`src/design/mexp_pkg.sv`:
```
`default_nettype none
// ----------------------------------------------------------------------------
// mexp_pkg: shared types and constants for the modular exponentiation block
// Holds the payload width of the channels, the reset modulus and the status
// bundle that the shared modular multiplier reports to the sequencer.
// ----------------------------------------------------------------------------
package mexp_pkg;

  // Width of every payload field and of the configuration register.
  localparam int unsigned FIELD_W = 32;

  // Modulus held in the configuration register after reset.
  localparam logic [FIELD_W-1:0] RESET_MODULUS = 32'd998244353;

  // Status of the shared modular multiplier.
  typedef struct packed {
    logic busy;  // an operation is in progress
    logic done;  // one-cycle pulse, the result is valid
  } mexp_stat_t;

endpackage : mexp_pkg
`default_nettype wire

```
`src/design/mexp_mulred.sv`:
```
`default_nettype none
// ----------------------------------------------------------------------------
// mexp_mulred: bit-serial modular multiplier
// Computes a * b mod m by interleaved shift, add and reduce, one multiplier
// bit per cycle, most significant bit first. Needs a <= m; m is given with
// one extra bit so that 2^N stands for a modulus of zero.
// ----------------------------------------------------------------------------
module mexp_mulred import mexp_pkg::*; #(
  parameter int unsigned N = 32
) (
  input  wire logic         clk_i,
  input  wire logic         rst_ni,
  input  wire logic         start_i,
  input  wire logic [N-1:0] a_i,
  input  wire logic [N-1:0] b_i,
  input  wire logic [N:0]   mod_i,
  output mexp_stat_t        stat_o,
  output logic      [N-1:0] result_o
);

  localparam int unsigned CntW = $clog2(N);

  logic            running_q, running_d;
  logic            done_q, done_d;
  logic [CntW-1:0] cnt_q, cnt_d;
  logic [N-1:0]    a_q, a_d;
  logic [N-1:0]    b_q, b_d;
  logic [N-1:0]    r_q, r_d;

  logic [N:0] dbl;
  logic [N:0] dbl_red;
  logic [N:0] sum;
  logic [N:0] sum_red;

  // Double the partial remainder and bring it back below m, then add the
  // multiplicand when the current multiplier bit is set and reduce again.
  always_comb begin
    dbl     = {r_q, 1'b0};
    dbl_red = (dbl >= mod_i) ? dbl - mod_i : dbl;
    sum     = {1'b0, dbl_red[N-1:0]} + {1'b0, (b_q[N-1] ? a_q : '0)};
    sum_red = (sum >= mod_i) ? sum - mod_i : sum;
  end

  always_comb begin
    running_d = running_q;
    done_d    = 1'b0;
    cnt_d     = cnt_q;
    a_d       = a_q;
    b_d       = b_q;
    r_d       = r_q;
    if (start_i) begin
      running_d = 1'b1;
      cnt_d     = CntW'(N - 1);
      a_d       = a_i;
      b_d       = b_i;
      r_d       = '0;
    end else if (running_q) begin
      r_d   = sum_red[N-1:0];
      b_d   = {b_q[N-2:0], 1'b0};
      cnt_d = cnt_q - 1'b1;
      if (cnt_q == '0) begin
        running_d = 1'b0;
        done_d    = 1'b1;
      end
    end
  end

  always_ff @(posedge clk_i or negedge rst_ni) begin
    if (!rst_ni) begin
      running_q <= 1'b0;
      done_q    <= 1'b0;
      cnt_q     <= '0;
    end else begin
      running_q <= running_d;
      done_q    <= done_d;
      cnt_q     <= cnt_d;
    end
  end

  always_ff @(posedge clk_i) begin
    a_q <= a_d;
    b_q <= b_d;
    r_q <= r_d;
  end

  assign stat_o.busy = running_q;
  assign stat_o.done = done_q;
  assign result_o    = r_q;

endmodule : mexp_mulred
`default_nettype wire

```
`config.mk`:
```
export PLATFORM = sky130hd
export DESIGN_NAME = mexp_mulred
export DESIGN_NICKNAME = d
export VERILOG_FILES = /design/src/design/mexp_pkg.sv /design/src/design/mexp_mulred.sv
export SDC_FILE = /design/constraint.sdc
export NUM_CORES = 1
export LEC_CHECK = 0
export BUFFER_PORTS_ARGS = -buffer_cell sky130_fd_sc_hd__buf_4
export CAP_MARGIN = 20
export CORE_ASPECT_RATIO = 1.5
export CORE_MARGIN = 8
export CORE_UTILIZATION = 35
export CTS_CLUSTER_SIZE = 12
export DETAILED_ROUTE_END_ITERATION = 6
export PLACE_DENSITY_LB_ADDON = 0.12
export SETUP_SLACK_MARGIN = 0.3
export SYNTH_ARGS = -nofsm -noshare
export SYNTH_HDL_FRONTEND = slang
export SYNTH_SLANG_ARGS = --single-unit
```
`constraint.sdc`:
```
create_clock -name clk_i -period 9.5 [get_ports clk_i]
set_input_delay 2.85 -clock clk_i [delete_from_list [all_inputs] [get_ports clk_i]]
set_output_delay 2.85 -clock clk_i [all_outputs]
set_load 0.05 [all_outputs]
```
# Word level (Yosys, flattened, before mapping)
# Index checks and enable logic that the tools add are counted.
[totals] reg_bits=103 input_bits=100 output_inout_bits=34 word_cells=27
[op_classes] n_addsub=4 order_cmp=2 n_mux=13 n_reduce_logical=2
[op_table] cell="32-bit 2-to-1 mux" count=5
[op_table] cell="33-bit >= comparator" count=2
[op_table] cell="32-bit subtractor" count=2
[op_table] cell="32-bit by 32-bit adder with 33-bit output" count=1
[op_table] cell="5-bit 2-to-1 mux" count=2
[op_table] cell="1-bit 2-to-1 mux" count=6
[op_table] cell="5-bit logical NOT" count=1
[op_table] cell="5-bit by 1-bit subtractor with 5-bit output (second input constant)" count=1
[op_table] cell="2-bit nonzero test" count=1

# Longest topological paths before layout
[logic_depth] depth_word=5 ltp_mapped=36 depth_no_buf=33

# Worst setup path before layout
# Ideal clock, no wire load.
[synth_path] kind="input to register" from="input port mod_i[1]" to="register r_q[14] (netlist: result_o[14])" setup_ps=130 arrival_ps=9945 path_slack_ps=-575 cell_stages=35 n_path_buf=3 cell_sequence="inv_1 ha_1 nor2b_1 o31a_1 o31a_1 or3_4 a41oi_4 o211ai_4 a31oi_4 o21ai_2 a21o_4 buf_6 and2_1 ha_1 fa_1 a211oi_1 o211ai_1 and3_1 o31a_1 a21oi_1 o21bai_1 a21oi_1 xnor2_1 ha_1 nand3_1 nor2_1 nand2_1 o41ai_1 a21oi_1 a21oi_1 o22a_1 buf_2 buf_2 mux2i_1 o22ai_1"
[synth_via] elab_chain_cells=5
[synth_rtl] item="start: declaration" line_no="mexp_mulred.sv:16" text="input wire logic [N:0] mod_i,"
[synth_rtl] item="32-bit subtractor or 33-bit >= comparator (tied branches)" line_no="mexp_mulred.sv:39" text="dbl_red = (dbl >= mod_i) ? dbl - mod_i : dbl;"
[synth_rtl] item="32-bit 2-to-1 mux" line_no="mexp_mulred.sv:39"
[synth_rtl] item="32-bit by 32-bit adder with 33-bit output" line_no="mexp_mulred.sv:40" text="sum = {1'b0, dbl_red[N-1:0]} + {1'b0, (b_q[N-1] ? a_q : '0)};"
[synth_rtl] item="32-bit subtractor or 33-bit >= comparator (tied branches)" line_no="mexp_mulred.sv:41" text="sum_red = (sum >= mod_i) ? sum - mod_i : sum;"
[synth_rtl] item="32-bit 2-to-1 mux *" line_no="mexp_mulred.sv:41"
[synth_rtl] item="end signal: assignment" line_no="mexp_mulred.sv:83" text="r_q <= r_d;"
[synth_rtl] item="end: declaration" line_no="mexp_mulred.sv:28" text="logic [N-1:0] r_q, r_d;"
# Every way passes the cells marked *; elsewhere a longest branch is shown, timed or not.
# A chain may end at the register's enable or synchronous reset.

# Worst setup path in the final report
[layout_path] from="input port mod_i[1]" to="register r_q[5] (netlist: result_o[5])"
# Same word-level chain as after synthesis.

==> results.md <==
* Synth area leader: edfxtp_1
* CP bufs+invs at 5
* DR pass1 iterations at 5
* Dpl ws at -780 ps
* Post-synth top area share at 0.199
* Skew final at 9.81 ps
* Setup Crit Path Kind: input port to flip-flop
* Ant. Diodes at 0
* DRC Markers at 0
* Nets@finish at 1625
* CTS H-tree depth at 3
* CTS Root Cell: clkbuf_16
* Crit path DAT at 9840 ps
* CP max FO at 11
* Slew margin rel. at 0.491
* CP Capture Type: flip-flop
* RSZ-0062 raised after global routing: yes
* Number of hold violations in the final report at 0
* Detailed Route WL at 32300 µm
* Syn_area_per_cell at 9.14 µm²
* Longest Clk Path Bufs at 2
* Number of global-route vias before repair at 9693
* Initial Util at 0.354
* # rows at 74
* DR iter-0 viols at 361
* Failing checks: negative setup slack
* GRT Residual Overflow at 0
* # Max-Cap Violations at 0
* Fmax at 0.105 GHz
* Initial antenna violation count at 0
* Mux share of post-synthesis cell area at 0.103
* Post-route setup TNS at -41.8 ps
* CTS tree: built
* Fraction of layout cells with a size suffix above 1 at 0.371
* Post-Route Utilization at 0.499
* Post-synth cell types at 80
* Cell mode on critical path: o31a_1
* Hold Buf Count CTS at 0
* Adder-cell area share of the yosys netlist at 0.136
* Synth Cell Area at 9650 µm²
* Most common flop cell mapped by yosys: edfxtp_1
* HP Class: flip-flop to flip-flop
* Post-synth EDFFs at 64
* Die Area at 33200 µm²
* Post-DP HPWL at 25600 µm
* Vias per cell at 5.26
* Die width at 152 µm
* Total GRT Usage at 0.197
* CTS Buf Count at 9
* Post-Synth XOR/XNOR Area at 0.0781
* Largest net degree at the start of global routing at 62
* Slowest CP cell: a211o_1
* Port buffer count at 133
* Power Density at 382 nW/µm²
* Yosys reg bits at 103
* First-pass GRT wire length at 50500 µm
* Final setup viols at 1
* Slew @ Worst Pin at 762 ps
* Final min period at 9540 ps
* Setup WS post-layout at -41.8 ps
* Status: finished, violations left
* Hold WS at 535 ps
* Top cells by area, synth: edfxtp_1 (20%), ha_1 (13%), dfxtp_1 (6.6%), xnor2_1 (4.9%), a21oi_1 (4.9%)
* Core Area at 27200 µm²
* Post-synthesis sequential area ratio at 0.284
* Complex-gate fraction of the synthesized area at 0.216
* Startpoint class of the critical path: input port
* Skew-Pair Late Insertion Delay at 380 ps
* Fin crit share at 1.00
* Ys Warns at 0
* Drt wl/cell at 18.2 µm
* Mapped Nets at 1259
* Filler instances at 2693
* IO Pins at 134
* Synth Instances at 1056
* Leakage power at 0.00645 µW
* Die Y at 219 µm
* Peak supply drop at 181 µV
* Synth Area in Simple Gates at 0.143
* GPL Wtd Cong at 0.870
* Total power at 5200 µW
* Async S/R FF share, synth at 0.0680
* Vias at 9301
* Worst path max stage delay at 390 ps
* CTS clock-pin slew for the worst setup and hold paths at 90 ps
* Antenna-violating nets left at 0
* Largest family of logic cells by synthesized area: compound AO/OA/AOI/OAI gates
* WP data required at 9800 ps
* Crit-path leading delay family: compound AO/OA/AOI/OAI gates
* Layout area overhead at 40.9%
* Sink Count at 103
* Final Max Tran Viols at 0
worst paths after layout:
path / slack, ps / cells past startpoint / to / startpoint
worst max-delay path: -40 / 35 / result_o[5]$_SDFFE_PP0P_ / mod_i[1]
worst min-delay path: 540 / 2 / cnt_q[4]$_DFFE_PN0P_ / cnt_q[4]$_DFFE_PN0P_
worst max register to register: 2040 / 33 / result_o[5]$_SDFFE_PP0P_ / result_o[0]$_SDFFE_PP0P_
worst min register to register: 540 / 2 / cnt_q[4]$_DFFE_PN0P_ / cnt_q[4]$_DFFE_PN0P_
max in group asynchronous: 7100 / 1 / running_q$_DFF_PN0_ / rst_ni
min in group asynchronous: 2260 / 1 / cnt_q[4]$_DFFE_PN0P_ / rst_ni
per-layer routing:
layer | up-vias | routed length [µm] | part of all wire | track usage
met1 | 4404 | 12600 | 0.39 | 0.207
met2 | 192 | 17000 | 0.53 | 0.360
li1 | 4636 | - | - | -
met4 | 0 | 1410 | 0.044 | 0.101
met5 | - | 0 | 0 | 0
met3 | 69 | 1250 | 0.039 | 0.0402
sequential cells by signal, summed over array words and instances (netlist names):
signal	count
a_q	32
b_q	32
cnt_q	5
done_q	1
result_o	32
running_q	1
worst reg2reg max path, delay by kind of cell, from the launching register on:
family | cells | cell delay [ps]
buffers and inverters | 3 | 450
DFF | 1 | 510
xor gates and xnor gates | 1 | 150
and+or+nand+nor | 3 | 680
adders and majority gates | 3 | 780
AOI/OAI and AO/OA | 21 | 4380
muxes | 2 | 440
cell usage in the layout (no fill, tap or decap), types with 6 or more instances in the layout:
cell	n
buf_4	377
ha_1	94
a21oi_1	80
nor2_1	78
nand2_1	68
edfxtp_1	64
inv_1	57
xnor2_1	52
o21ai_0	44
and2_1	37
a211oi_1	36
a21o_1	36
mux2_2	33
dfxtp_1	32
xor2_1	31
mux2_4	28
mux2i_1	19
nand4_1	18
o21bai_1	14
a21oi_2	13
nand2b_1	12
o21a_1	12
nor3_1	11
nand3_1	10
and3_1	10
clkbuf_16	9
o211ai_1	8
buf_6	8
a31oi_1	7
ha_4	6
dfrtp_1	6
synth_stat cells (3+ instances only):
cell type and instances:
a211o_1 4, a211oi_1 40, a21o_1 36, a21oi_1 94
a221o_1 3, a311oi_1 5, a31oi_1 7, and2_1 38
and3_1 11, and4_1 4, buf_2 4, buf_6 3
clkbuf_1 24, dfrtp_1 7, dfxtp_1 32, edfxtp_1 64
fa_1 3, ha_1 100, inv_1 58, mux2_2 33
mux2_4 28, mux2i_1 19, nand2_1 72, nand2b_1 12
nand3_1 11, nand4_1 18, nor2_1 79, nor2b_1 3
nor3_1 14, nor4_1 3, o211ai_1 8, o21a_1 12
o21ai_0 46, o21bai_1 14, o31a_1 4, o31ai_1 3
o41a_1 3, or3_1 4, xnor2_1 54, xor2_1 32
per-stage QoR:
| stage | cell area [µm²] | cells |
|---|---|---|
| 4_1_cts | 13400 | 1760 |
| 5_1_grt | 13600 | 1769 |
| 2_1_floorplan | 9730 | 1056 |
| 3_3_place_gp | 12700 | 1729 |
| 6_report | 13600 | 1769 |
| 3_5_place_dp | 12700 | 1729 |
where the power goes:
group | switching, µW | internal (µW)
Combinational | 2070 | 2060
Clock | 225 | 192
Sequential | 84.0 | 560
area by class of cell:
type | instances | area (µm²) | area share
clock buffers | 9 | 225 | 0.0166
clock inverters | 7 | 91.3 | 0.00672
inverters | 59 | 225 | 0.0166
multi-input cells | 859 | 6850 | 0.504
flip-flops and latches | 103 | 2740 | 0.201
well taps | 342 | 428 | 0.0315
repair buffers | 390 | 3040 | 0.223
kinds of logic after synthesis:
| family | after synthesis |
|---|---|
| xor+xnor | 86 |
| buf+inv | 94 |
| fa+ha+maj | 103 |
| mux | 81 |
| compound gates | 309 |
| flops | 103 |
| simple gates | 280 |
what timing repair did:
item | CTS | global route
gates cloned | 2 | 0
gates resized for setup | 42 | 19
setup endpoints to repair | 32 | 32
buffers inserted | 13 | 9
endpoints found under the hold margin | 0 | 0
pin swaps | 47 | 21
(Power assumes the default switching activity.)
